## src/rtl/core/lfr_pkg.sv

```systemverilog
package lfr_pkg;

  localparam int MAX_PIXELS = 1024;
  localparam int MEM_DEPTH  = 2 * MAX_PIXELS;
  localparam int ADDR_W     = $clog2(MEM_DEPTH);
  localparam int LEN_W      = 17;

  localparam logic [7:0]  MAGIC_0    = 8'h41;
  localparam logic [7:0]  MAGIC_1    = 8'h64;
  localparam logic [7:0]  MAGIC_2    = 8'h61;
  localparam logic [7:0]  CHECK_XOR  = 8'h55;
  localparam logic [31:0] HASH_CONST = 32'h9e3779b9;

  localparam logic MODE_BYTE = 1'b0;
  localparam logic MODE_READ = 1'b1;

  typedef enum logic [2:0] {
    PH_MAGIC0,
    PH_MAGIC1,
    PH_MAGIC2,
    PH_HIGH,
    PH_LOW,
    PH_CHECK,
    PH_BODY,
    PH_SUM
  } phase_t;

  typedef enum logic [1:0] {
    STATUS_NONE,
    STATUS_ACCEPTED,
    STATUS_MISMATCH,
    STATUS_TOO_LARGE
  } status_t;

  typedef struct packed {
    logic        is_read;
    logic        index_ok;
    logic [7:0]  rx_byte;
    logic [15:0] pixel_index;
  } cmd_t;

  typedef struct packed {
    logic valid;
    cmd_t cmd;
  } head_t;

  function automatic logic [31:0] lfr_mix(logic [31:0] sum, logic [23:0] rgb);
    logic [31:0] h;
    h = {rgb[23:16], rgb[15:8], 8'h00, rgb[7:0]};
    return (sum + HASH_CONST + {h[25:0], 6'b0} + {2'b0, h[31:2]}) ^ h;
  endfunction

endpackage

```

## src/rtl/core/lfr_if.sv

```systemverilog
interface lfr_in_if;
  logic        valid;
  logic        ready;
  logic        mode;
  logic [7:0]  rx_byte;
  logic [15:0] pixel_index;

  modport source (output valid, mode, rx_byte, pixel_index, input ready);
  modport sink (input valid, mode, rx_byte, pixel_index, output ready);
endinterface


```

## src/rtl/core/lfr_front.sv

```systemverilog
module lfr_front (
  input  logic            clk,
  input  logic            rst,
  lfr_in_if.sink          request,
  output lfr_pkg::head_t  head,
  input  logic            pop
);
  import lfr_pkg::*;

  cmd_t       slot [2];
  cmd_t       cmd;
  logic [1:0] count;
  logic [1:0] count_next;
  logic       wr_ptr;
  logic       rd_ptr;
  logic       accept;

  assign request.ready = (count != 2'd2);
  assign accept        = request.valid && request.ready;

  always_comb begin
    cmd.is_read     = (request.mode == MODE_READ);
    cmd.index_ok    = ({1'b0, request.pixel_index} < LEN_W'(MAX_PIXELS));
    cmd.rx_byte     = request.rx_byte;
    cmd.pixel_index = request.pixel_index;
  end

  always_comb begin
    case ({accept, pop})
      2'b10:   count_next = count + 2'd1;
      2'b01:   count_next = count - 2'd1;
      default: count_next = count;
    endcase
  end

  assign head.valid = (count != 2'd0);
  assign head.cmd   = slot[rd_ptr];

  always_ff @(posedge clk) begin
    if (rst) begin
      count  <= 2'd0;
      wr_ptr <= 1'b0;
      rd_ptr <= 1'b0;
    end else begin
      count <= count_next;
      if (accept) wr_ptr <= ~wr_ptr;
      if (pop) rd_ptr <= ~rd_ptr;
    end
  end

  always_ff @(posedge clk) begin
    if (accept) slot[wr_ptr] <= cmd;
  end

endmodule

```

## src/flat_wrapper.sv

```systemverilog
// flat-port wrapper written by rule: the top's interface ports become plain ports
module lfr_front_flat import lfr_pkg::*;
  (clk, rst, head, pop, request_valid, request_mode, request_rx_byte, request_pixel_index, request_ready);
  lfr_in_if request_i ();
  input  logic clk;
  input  logic rst;
  output lfr_pkg::head_t head;
  input  logic pop;
  input wire logic [$bits(request_i.valid)-1:0] request_valid;
  input wire logic [$bits(request_i.mode)-1:0] request_mode;
  input wire logic [$bits(request_i.rx_byte)-1:0] request_rx_byte;
  input wire logic [$bits(request_i.pixel_index)-1:0] request_pixel_index;
  output wire logic [$bits(request_i.ready)-1:0] request_ready;
  assign request_i.valid = request_valid;
  assign request_i.mode = request_mode;
  assign request_i.rx_byte = request_rx_byte;
  assign request_i.pixel_index = request_pixel_index;
  assign request_ready = request_i.ready;
  lfr_front u_core (.clk(clk), .rst(rst), .request(request_i), .head(head), .pop(pop));
endmodule
```

## config.mk

```make
export PLATFORM = sky130hd
export DESIGN_NAME = lfr_front_flat
export DESIGN_NICKNAME = d
export VERILOG_FILES = /design/src/rtl/core/lfr_pkg.sv /design/src/rtl/core/lfr_if.sv /design/src/rtl/core/lfr_front.sv /design/src/flat_wrapper.sv
export SDC_FILE = /design/constraint.sdc
export NUM_CORES = 1
export LEC_CHECK = 0
export ABC_AREA = 1
export ABC_CLOCK_PERIOD_IN_PS = 2500
export BUFFER_PORTS_ARGS = -buffer_cell sky130_fd_sc_hd__buf_2
export CAP_MARGIN = 20
export CORE_ASPECT_RATIO = 1.4
export CORE_MARGIN = 3
export CORE_UTILIZATION = 54
export CTS_BUF_LIST = sky130_fd_sc_hd__clkbuf_4 sky130_fd_sc_hd__clkbuf_8
export DETAILED_ROUTE_END_ITERATION = 7
export MAX_ROUTING_LAYER = met4
export PLACE_DENSITY = 0.92
export SLEW_MARGIN = 20
export SYNTH_ARGS = -nofsm -noshare
export SYNTH_HDL_FRONTEND = slang
export SYNTH_SLANG_ARGS = --single-unit
```

## constraint.sdc

```tcl
create_clock -name clk -period 2.5 [get_ports clk]
set_input_delay 0.125 -clock clk [delete_from_list [all_inputs] [get_ports clk]]
set_output_delay 0.125 -clock clk [all_outputs]
set_load 0.05 [all_outputs]
```

==> run_results.csv, run 1 <==
group,metric,value,unit
run_status,run_status,"complete, no violations",
clocking,cts_htree_levels,3,
placed_design,minimum_setup_slack_after_placement,0.7952,ns
sta,setup_clock_skew_after_layout,0.01220,ns
worst_hold_path,cell_depth_of_the_worst_min_delay_path,1,
floorplan,total_i_o_pin_count,57,
setup_path,ff2ff_path_depth,5,
clocking,cts_bufs_inserted,9,
synth,syn-cell-area,2228,sq um
flow_run,max_cap_violations,0,
sta,setup_repair_after_global_routing_missed_its_margin,"false",
setup_path,worstPathRequired,2.38,ns
synth,synth.ff_latch_count,57,
layout,area_delta_synth_final,32.73,%
sta,slew-limit-headroom,73.15,%
setup_path,critical_path.reg2reg.endpoint,"u_core.slot[0][15]",
grt,grt_max_degree,21,
clocking,cts.root.buffer_cell,"sky130_fd_sc_hd__clkbuf_8",
setup_path,slowest_stage,"sky130_fd_sc_hd__dfxtp_1",
route,dr.pass1.iters,4,
synth,synthesis.nets,148,
setup_path,worstSetupPathType,"reg2out",
route,route.antenna.remaining_nets,0,
setup_path,crit_family,"buffers and inverters",
floorplan,die_h,82.01,microns
setup_path,critical_path_depth,3,
clocking,clk_transition_reported_paths,0.07,ns
setup_path,worst_r2r_startpoint,"u_core.count[0]",
synth,synth-seq-area-share,74.56,%
layout,finalNetCount,239,
grt,grt_overflow_total,0,
layout,antenna_cells,0,
route,drt-wirelength-per-cell,15.88,microns
setup_path,cp-end-kind,"primary output",
grt,grt_first_pass_wirelength,6237,microns
synth,postSynthCellCount,118,
floorplan,rows,27,
route,num_vias,1292,
clocking,clock_sinks,57,
placed_design,gpl.final_weighted_congestion,0.6550,
sta,max_slew.worst_pin.slew,0.4024,ns
synth,ys_warn_count,0,
sta,worst_slack,0.5345,ns
floorplan,floorplan.die_area,4944,sq um
route,detailed_router_s_first_iteration_violation_count,32,
grt,grt_antenna_before_repair,0,
route,vias_per_cell,5.027,
setup_path,cp.buffers_inverters,2,
route,drc,0,
power,power_leakage,1.216,nW
sta,final-hold-violation-count,0,
floorplan,floorplan.die.width,60.29,microns
sta,fin_setup_tns,0,ns
clocking,cts_tree,"done",
floorplan,fp.coreArea,3953,sq um
placed_design,hpwl,2646,microns
floorplan,start_util,56.38,%
grt,grt_pass1_vias,1351,
sta,timing.final.crit_share,78.62,%
layout,seq_area,1662,sq um
grt,globalRouteTotalUtil,18.93,%
synth,synth_area_per_cell,18.88,sq um
setup_path,data_arrival_time_of_the_critical_path,1.84,ns
power,power_density,821.6,nW/um^2
setup_path,critical_path.endpoint,"head[2]",
setup_path,critical_path_peak_fanout,20,
sta,achievable-frequency,508.8,MHz
sta,final-max-slew-violation-count,0,
sta,post-route-min-period,1.965,ns
setup_path,critical_path_cell_sequence,"buf_4 > mux2_2 > buf_2",
setup_path,reg2reg_slack,0.75,ns
power,largest_voltage_drop_on_the_vdd_net,0.7163,mV
placed_design,place.port_buffers,56,
worst_hold_path,worstHoldPathType,"in2reg",
route,wl,4082,microns
layout,final.fill_count,236,
layout,area_occupied_by_multi_input_gates,501.7,sq um
sta,final-setup-viol-count,0,
clocking,ctsLongestPathBuffers,2,
layout,drive_gt1_share,49.53,%
clocking,clkLatencyLatePin,0.33,ns
setup_path,cp-start-kind,"flop",
synth,ys_types,17,
setup_path,slowest_delay,0.51,ns
[cells in the final DEF, fill, tap and decap left out]
cell type	count
sky130_fd_sc_hd__a21oi_1	2
sky130_fd_sc_hd__buf_2	56
sky130_fd_sc_hd__buf_4	4
sky130_fd_sc_hd__clkbuf_4	2
sky130_fd_sc_hd__clkbuf_8	11
sky130_fd_sc_hd__clkinv_2	3
sky130_fd_sc_hd__dfxtp_1	5
sky130_fd_sc_hd__dlygate4sd3_1	23
sky130_fd_sc_hd__edfxtp_1	52
sky130_fd_sc_hd__ha_1	1
sky130_fd_sc_hd__inv_1	5
sky130_fd_sc_hd__mux2_2	6
sky130_fd_sc_hd__mux2_4	20
sky130_fd_sc_hd__nand2_1	6
sky130_fd_sc_hd__nand2_2	1
sky130_fd_sc_hd__nand4_1	1
sky130_fd_sc_hd__nor2_1	9
sky130_fd_sc_hd__nor2_2	2
sky130_fd_sc_hd__nor3_1	1
sky130_fd_sc_hd__o21ai_0	2
sky130_fd_sc_hd__or2_2	1
sky130_fd_sc_hd__xnor2_1	1
[final cells by class]
| class | count | share of cell area [%] |
|---|---|---|
| Sequential cell | 57 | 56.18 |
| Timing Repair Buffer | 83 | 18.27 |
| Multi-Input combinational cell | 53 | 16.96 |
| Clock buffer | 13 | 5.626 |
| Tap cell | 43 | 1.819 |
| Inverter | 5 | 0.6345 |
| Clock inverter | 3 | 0.5076 |
[where the power goes]
part,switching [mW],internal [mW]
logic,0.339,0.177
registers,0.0277,1.13
clock network,0.331,0.430
[layer usage]
metal,vias to the layer above,GRT usage [%],share of wire [%]
li1,624,-,-
met1,619,19.12,36
met2,40,32.79,56
met3,9,5.346,5.0
met4,0,9.313,2.4
met5,-,-,0
[cells by family after synthesis]
| kind of cell | share of synthesized area (%) |
|---|---|
| AO/OA/AOI/OAI | 0.8984 |
| buffers and inverters | 3.144 |
| multiplexers | 16.51 |
| adder cells (fa/ha/maj) | 0.5614 |
| XOR/XNOR | 0.3931 |
| AND/OR/NAND/NOR | 3.931 |
| flip-flops | 74.57 |
[through the flow]
stage | util, % | cells | power [mW] | hold slack (ns) | area (sq um)
6_report | 74.83 | 257 | 2.430 | 0.01297 | 2958
2_1_floorplan | - | 118 | 1.560 | 0.1974 | 2228
5_1_grt | 74.83 | 257 | 2.525 | 0.008552 | 2958
4_1_cts | 74.83 | 257 | 2.439 | 0.01144 | 2958
3_3_place_gp | 64.42 | 218 | 1.643 | 0.3157 | 2546
3_5_place_dp | 64.42 | 218 | 1.663 | 0.3173 | 2546
[worst min path at each step]
| stage | slack, ns | startpoint | endpoint |
|---|---|---|---|
| finish | 0.01 | request_pixel_index[12] | u_core.slot[0][12] |
| detailed placement | 0.32 | request_pixel_index[0] | u_core.slot[0][0] |
| CTS | 0.01 | request_pixel_index[12] | u_core.slot[0][12] |
| global placement | 0.32 | request_pixel_index[2] | u_core.slot[1][2] |
| floorplan | 0.20 | rst | flop |
| global route | 0.009 | request_pixel_index[12] | u_core.slot[0][12] |
[state kept, by name, indices dropped and copies added, names as in the netlist, named ones only]
name and flops:
u_core.slot 52, u_core.count 2, u_core.rd_ptr 1, u_core.wr_ptr 1
[synthesized netlist by cell type, drive strengths merged]
cell     n  area [sq um]
a21oi    2         10.01
buf      3         51.30
dfxtp    5         100.1
edfxtp  52          1562
ha       1         12.51
inv      5         18.77
mux2    26         367.9
nand2    7         28.78
nand4    1         6.260
nor2    11         41.29
nor3     1         5.000
o21ai    2         10.01
or2      1         6.260
xnor2    1         8.760
[repair_timing]
action	in CTS	in global routing
setup buffers	0	0
endpoints found under the hold margin	46	0
hold buffers	23	0
resized for setup	0	0
Power figures use the tool's default switching activity.
==> run 2, diff against run 1 <==
--- a/config.mk
+++ b/config.mk
@@ -6,7 +6,7 @@
 export NUM_CORES = 1
 export LEC_CHECK = 0
 export ABC_AREA = 1
-export ABC_CLOCK_PERIOD_IN_PS = 2500
+export ABC_CLOCK_PERIOD_IN_PS = 1900
 export BUFFER_PORTS_ARGS = -buffer_cell sky130_fd_sc_hd__buf_2
 export CAP_MARGIN = 20
 export CORE_ASPECT_RATIO = 1.4
==> constraint.sdc (replaced) <==
create_clock -name clk -period 1.9 [get_ports clk]
set_input_delay 0.095 -clock clk [delete_from_list [all_inputs] [get_ports clk]]
set_output_delay 0.095 -clock clk [all_outputs]
set_load 0.05 [all_outputs]
==> run_results.csv, run 2 (same netlist as run 1, synthesis figures left out) <==
group,metric,value,unit
power,switching_share,26.48,%
route,wl,3977,microns
layout,antenna_cells,0,
layout,reg_top3,"u_core.slot (52), u_core.count (2)",
setup_path,ff2ff_path_depth,5,
layout,final_cell_count_no_fill,260,
layout,largest_register_ffs,52,
sta,post-route-min-period,1.614,ns
setup_path,worstPathRequired,1.80,ns
route,num_vias,1302,
setup_path,critical_path_peak_fanout,16,
floorplan,start_util,56.38,%
route,drt-wirelength-per-cell,15.30,microns
setup_path,cp-end-kind,"primary output",
power,total_switching_power,0.8855,mW
clocking,cts-resized-gates,0,
route,vias_per_cell,5.008,
placed_design,minimum_setup_slack_after_placement,0.4671,ns
setup_path,cp-start-kind,"flop",
sta,final-hold-violation-count,0,
worst_hold_path,timing.hold.worst_endpoint,"u_core.rd_ptr",
grt,grt_antenna_before_repair,0,
sta,final-setup-viol-count,0,
sta,slew-limit-headroom,76.56,%
power,clkPwrFrac,34.2,%
worst_hold_path,holdCritStartpoint,"pop",
placed_design,placedCellCount,218,
power,relative_contribution_of_sequential_cells_to_total_power,45.2,%
route,route.antenna.remaining_nets,0,
sta,max_slew.worst_pin.slew,0.3516,ns
clocking,cts.root.buffer_cell,"sky130_fd_sc_hd__clkbuf_8",
floorplan,total_i_o_pin_count,57,
setup_path,reg2reg_slack,0.46,ns
clocking,clk_transition_reported_paths,0.06,ns
grt,grt_first_pass_wirelength,6072,microns
worst_hold_path,cell_depth_of_the_worst_min_delay_path,3,
layout,finalNetCount,242,
floorplan,floorplan.die.width,60.29,microns
grt,globalRouteTotalUtil,18.10,%
grt,grt_pass1_vias,1296,
layout,mostFrequentLayoutCells,"sky130_fd_sc_hd__buf_2, sky130_fd_sc_hd__edfxtp_1, sky130_fd_sc_hd__dlygate4sd3_1",
layout,final.fill_count,229,
placed_design,gpl.final_weighted_congestion,0.6788,
worst_hold_path,worstHoldPathType,"in2reg",
grt,groute.layer.met1.usage,19.47,%
sta,setup_repair_after_global_routing_missed_its_margin,"false",
setup_path,worstSetupPathType,"reg2out",
sta,final-max-slew-violation-count,0,
route,drc,0,
power,share_comb_of_total_power,20.6,%
clocking,clock_sinks,57,
layout,drive_gt1_share,48.85,%
power,finalPower,3.345,mW
grt,grt_max_degree,27,
sta,achievable-frequency,619.4,MHz
clocking,clkLatencyLatePin,0.31,ns
floorplan,floorplan.die_area,4944,sq um
grt,met3_usage,5.346,%
grt,grt_overflow_total,0,
layout,max_flop_register,"u_core.slot",
sta,timing.final.crit_share,84.97,%
power,power_density,1107,nW/um^2
grt,grtUsageMet2,29.98,%
route,dr.pass1.iters,4,
sta,setup_clock_skew_after_layout,0.008553,ns
layout,area_occupied_by_multi_input_gates,501.7,sq um
floorplan,rows,27,
route,detailed_router_s_first_iteration_violation_count,31,
clocking,cts_tree,"done",
layout,area_delta_synth_final,35.60,%
floorplan,fp.coreArea,3953,sq um
layout,layout.cells.most_common,"sky130_fd_sc_hd__buf_2",
placed_design,place.port_buffers,56,
placed_design,hpwl,2626,microns
setup_path,worst_r2r_startpoint,"u_core.count[0]",
setup_path,data_arrival_time_of_the_critical_path,1.52,ns
grt,top_usage_layer,"met2",
floorplan,die_h,82.01,microns
power,power_leakage,1.242,nW
run_status,run_status,"complete, no violations",
clocking,cts_htree_levels,3,
sta,worst_slack,0.2856,ns
power,largest_voltage_drop_on_the_vdd_net,0.8582,mV
clocking,cts_bufs_inserted,9,
clocking,ctsLongestPathBuffers,2,
layout,seq_area,1662,sq um
flow_run,max_cap_violations,0,
power,p_int,2.459,mW
setup_path,critical_path.reg2reg.endpoint,"u_core.slot[1][14]",
run 2: changes by cell type in the layout (fill, tap and decap cells not counted):
cell,delta
sky130_fd_sc_hd__bufinv_16,+1
sky130_fd_sc_hd__clkbuf_8,+1
sky130_fd_sc_hd__clkinv_2,-2
sky130_fd_sc_hd__dlygate4sd3_1,+3
run 2: cell type report:
cell class                      count  share of cell area (%)
Sequential cell                    57                   54.99
Timing Repair Buffer               86                   18.88
Multi-Input combinational cell     53                   16.60
Clock buffer                       14                   5.963
Tap cell                           43                   1.781
Clock inverter                      2                   1.159
Inverter                            5                  0.6211
run 2: worst max path at each step:
stage | depth (start not counted) | slack, ns | endpoint
detailed placement | 5 | 0.47 | u_core.slot[1][11]
global placement | 5 | 0.58 | u_core.slot[1][10]
floorplan | 4 | -0.16 | u_core.slot[0][0]
finish | 3 | 0.29 | head[1]
CTS | 3 | 0.26 | head[1]
global route | 3 | 0.20 | head[1]
run 2: metal layers:
metal | wire, microns | vias up
li1 | - | 631
met2 | 2201 | 49
met3 | 224 | 6
met5 | 0 | -
met4 | 54 | 0
met1 | 1496 | 616
run 2: metrics by stage:
| stage | hold WS, ns | TNS [ns] | area [sq um] | utilization, % |
|---|---|---|---|---|
| floorplan | 0.1674 | -8.456 | 2233 | - |
| global placement | 0.2838 | 0 | 2546 | 64.42 |
| detailed placement | 0.2907 | 0 | 2546 | 64.42 |
| CTS | 0.06097 | 0 | 3022 | 76.45 |
| global route | 0.09156 | 0 | 3022 | 76.45 |
| finish | 0.07827 | 0 | 3022 | 76.45 |
run 2: power groups by stage:
stage	clock, mW	combinational (mW)	sequential (mW)
after floorplan	0	0.525	1.53
after global placement	0	0.631	1.53
after detailed placement	0	0.650	1.54
after CTS	1.18	0.692	1.51
after global routing	1.23	0.728	1.52
final	1.14	0.690	1.51
run 2: repair_timing:
item                      in CTS  in global routing
hold endpoints to repair      52                  0
setup buffers                  0                  0
hold buffers                  26                  0
run 2: critical path, cell delays in order (launching register included):
cell                      delay, ns
sky130_fd_sc_hd__dfxtp_1       0.32
sky130_fd_sc_hd__buf_4         0.28
sky130_fd_sc_hd__mux2_2        0.39
sky130_fd_sc_hd__buf_2         0.21
==> run 3, diff against run 2 <==
--- a/config.mk
+++ b/config.mk
@@ -6,16 +6,16 @@
 export NUM_CORES = 1
 export LEC_CHECK = 0
 export ABC_AREA = 1
-export ABC_CLOCK_PERIOD_IN_PS = 1900
+export ABC_CLOCK_PERIOD_IN_PS = 1370
 export BUFFER_PORTS_ARGS = -buffer_cell sky130_fd_sc_hd__buf_2
 export CAP_MARGIN = 20
 export CORE_ASPECT_RATIO = 1.4
 export CORE_MARGIN = 3
-export CORE_UTILIZATION = 54
+export CORE_UTILIZATION = 49
 export CTS_BUF_LIST = sky130_fd_sc_hd__clkbuf_4 sky130_fd_sc_hd__clkbuf_8
 export DETAILED_ROUTE_END_ITERATION = 7
 export MAX_ROUTING_LAYER = met4
-export PLACE_DENSITY = 0.92
+export PLACE_DENSITY = 0.89
 export SLEW_MARGIN = 20
 export SYNTH_ARGS = -nofsm -noshare
 export SYNTH_HDL_FRONTEND = slang
==> constraint.sdc (replaced) <==
create_clock -name clk -period 1.37 [get_ports clk]
set_input_delay 0.0685 -clock clk [delete_from_list [all_inputs] [get_ports clk]]
set_output_delay 0.0685 -clock clk [all_outputs]
set_load 0.05 [all_outputs]
==> run_results.csv, run 3 (same netlist as run 1, synthesis figures left out) <==
group,metric,value,unit
layout,finalNetCount,246,
route,detailed_router_s_first_iteration_violation_count,24,
power,p_int,3.280,mW
setup_path,worstSetupPathType,"reg2out",
route,dr.pass1.iters,4,
setup_path,cp-end-kind,"primary output",
sta,timing.final.crit_share,105.6,%
route,wl,4212,microns
layout,largest_register_ffs,52,
placed_design,hpwl,2516,microns
power,power_leakage,1.337,nW
floorplan,rows,28,
layout,final_cell_count_no_fill,279,
power,share_comb_of_total_power,26.7,%
setup_path,critical_path.reg2reg.endpoint,"u_core.count[1]",
route,vias_per_cell,4.774,
placed_design,placedCellCount,237,
layout,seq_area,1670,sq um
run_status,run_status,"finished with violations",
sta,worst_slack,-0.07635,ns
layout,layout.cells.most_common,"sky130_fd_sc_hd__edfxtp_1",
setup_path,cp.buffers_inverters,2,
setup_path,slowest_stage,"sky130_fd_sc_hd__dfxtp_4",
clocking,clk_transition_reported_paths,0.05,ns
flow_run,max_cap_violations,0,
floorplan,fp.coreArea,4309,sq um
route,route.antenna.remaining_nets,0,
grt,grt_antenna_before_repair,0,
sta,slew-limit-headroom,80.01,%
clocking,cts_bufs_inserted,9,
power,clkPwrFrac,27.0,%
route,drt-wirelength-per-cell,15.10,microns
power,relative_contribution_of_sequential_cells_to_total_power,46.4,%
power,power_density,1366,nW/um^2
clocking,cts_htree_levels,3,
grt,grt_first_pass_wirelength,6624,microns
placed_design,minimum_setup_slack_after_placement,0.03088,ns
layout,max_flop_register,"u_core.slot",
setup_path,critical_path_cell_sequence,"buf_12 > mux2_2 > buf_6",
sta,setup_clock_skew_after_layout,0.003451,ns
sta,final-hold-violation-count,0,
layout,final.fill_count,246,
power,switching_share,28.18,%
sta,max_slew.worst_pin.slew,0.2975,ns
sta,fin_hold_ws,0.07306,ns
grt,grt_max_degree,19,
worst_hold_path,worstHoldPathType,"in2reg",
layout,antenna_cells,0,
sta,setup_repair_after_global_routing_missed_its_margin,"true",
setup_path,worstPathRequired,1.30,ns
grt,globalRouteTotalUtil,17.19,%
layout,area_delta_synth_final,50.08,%
layout,final_area,3344,sq um
setup_path,critical_path.endpoint,"head[25]",
grt,grt_overflow_total,0,
floorplan,floorplan.die.width,63.00,microns
setup_path,critical_path_peak_fanout,9,
setup_path,worst_r2r_startpoint,"u_core.count[0]",
sta,achievable-frequency,691.4,MHz
placed_design,gpl.final_weighted_congestion,0.6409,
clocking,ctsLongestPathBuffers,2,
sta,final-setup-viol-count,26,
route,num_vias,1332,
placed_design,place.port_buffers,56,
clocking,cts_tree,"done",
setup_path,crit_family,"flip-flops",
placed_design,placedInstanceArea,2665,sq um
setup_path,slowest_delay,0.41,ns
clocking,clock_sinks,57,
setup_path,cp-start-kind,"flop",
layout,area_occupied_by_multi_input_gates,565.5,sq um
floorplan,total_i_o_pin_count,57,
clocking,clkLatencyLatePin,0.32,ns
floorplan,start_util,51.71,%
sta,post-route-min-period,1.446,ns
layout,postLayoutCoreUtil,77.61,%
power,largest_voltage_drop_on_the_vdd_net,0.9421,mV
power,total_switching_power,1.287,mW
power,finalPower,4.567,mW
setup_path,reg2reg_slack,0.12,ns
floorplan,floorplan.die_area,5404,sq um
setup_path,data_arrival_time_of_the_critical_path,1.38,ns
grt,grt_pass1_vias,1434,
setup_path,ff2ff_path_depth,9,
layout,reg_top3,"u_core.slot (52), u_core.count (2)",
clocking,cts_post_setup_buffers_inserted,0,
sta,final-max-slew-violation-count,0,
sta,fin_setup_tns,-1.237,ns
route,drc,0,
layout,drive_gt1_share,51.14,%
setup_path,critical_path_depth,3,
clocking,cts.root.buffer_cell,"sky130_fd_sc_hd__clkbuf_8",
run_status,failed_checks,"negative setup slack",
floorplan,die_h,85.79,microns
layout,mostFrequentLayoutCells,"sky130_fd_sc_hd__edfxtp_1, sky130_fd_sc_hd__buf_2, sky130_fd_sc_hd__dlygate4sd3_1",
==> run 3: changes by cell type in the layout (fill, tap and decap cells not counted), sizes merged <==
cell,previous run,this run
clkinv,1,2
buf,60,62
bufinv,1,0
==> run 3: how the worst min path moves through the flow <==
stage / to / start / cells after the start / slack, ns
after detailed placement: flop / rst / 2 / 0.25
final: u_core.rd_ptr / pop / 3 / 0.07
after global placement: flop / rst / 2 / 0.25
after CTS: flop / pop / 3 / 0.02
after global routing: u_core.rd_ptr / pop / 3 / 0.10
after floorplan: flop / rst / 1 / 0.14
==> run 3: what timing repair did <==
action | CTS | global route
endpoints found under the setup margin | 26 | 27
gates cloned | 0 | 2
gates resized for setup | 44 | 21
hold buffers | 26 | 0
endpoints found under the hold margin | 52 | 0
pin swaps | 0 | 0
==> run 3: tightest hold or removal path: cells and delay by family <==
family / cells / cell delay, ns
AND/OR/NAND/NOR: 1 / 0.07
XOR/XNOR: 1 / 0.08
buffers and inverters: 1 / 0.13
==> run 3: metal layers <==
| metal | share of wire [%] | up-vias | wire length [microns] | track usage (%) |
|---|---|---|---|---|
| li1 | - | 636 | - | - |
| met1 | 38 | 655 | 1591 | 17.87 |
| met2 | 57 | 35 | 2407 | 29.78 |
| met3 | 3.2 | 6 | 134 | 2.752 |
| met4 | 1.9 | 0 | 79 | 11.45 |
| met5 | 0 | - | 0 | - |
==> run 3: area by class of cell <==
| type | count | area share [%] |
|---|---|---|
| clock buffers | 12 | 4.377 |
| clock inverters | 2 | 0.2245 |
| inverters | 5 | 0.6360 |
| multi-input cells | 53 | 16.91 |
| flip-flops and latches | 57 | 49.94 |
| well taps | 60 | 2.245 |
| repair buffers | 90 | 25.66 |
==> run 3: power groups by stage <==
stage	clock network (mW)	logic, mW	registers, mW
3_5_place_dp	0	0.962	2.14
2_1_floorplan	0	0.752	2.13
5_1_grt	1.34	1.28	2.13
3_3_place_gp	0	0.947	2.13
6_report	1.23	1.22	2.12
4_1_cts	1.27	1.13	2.11
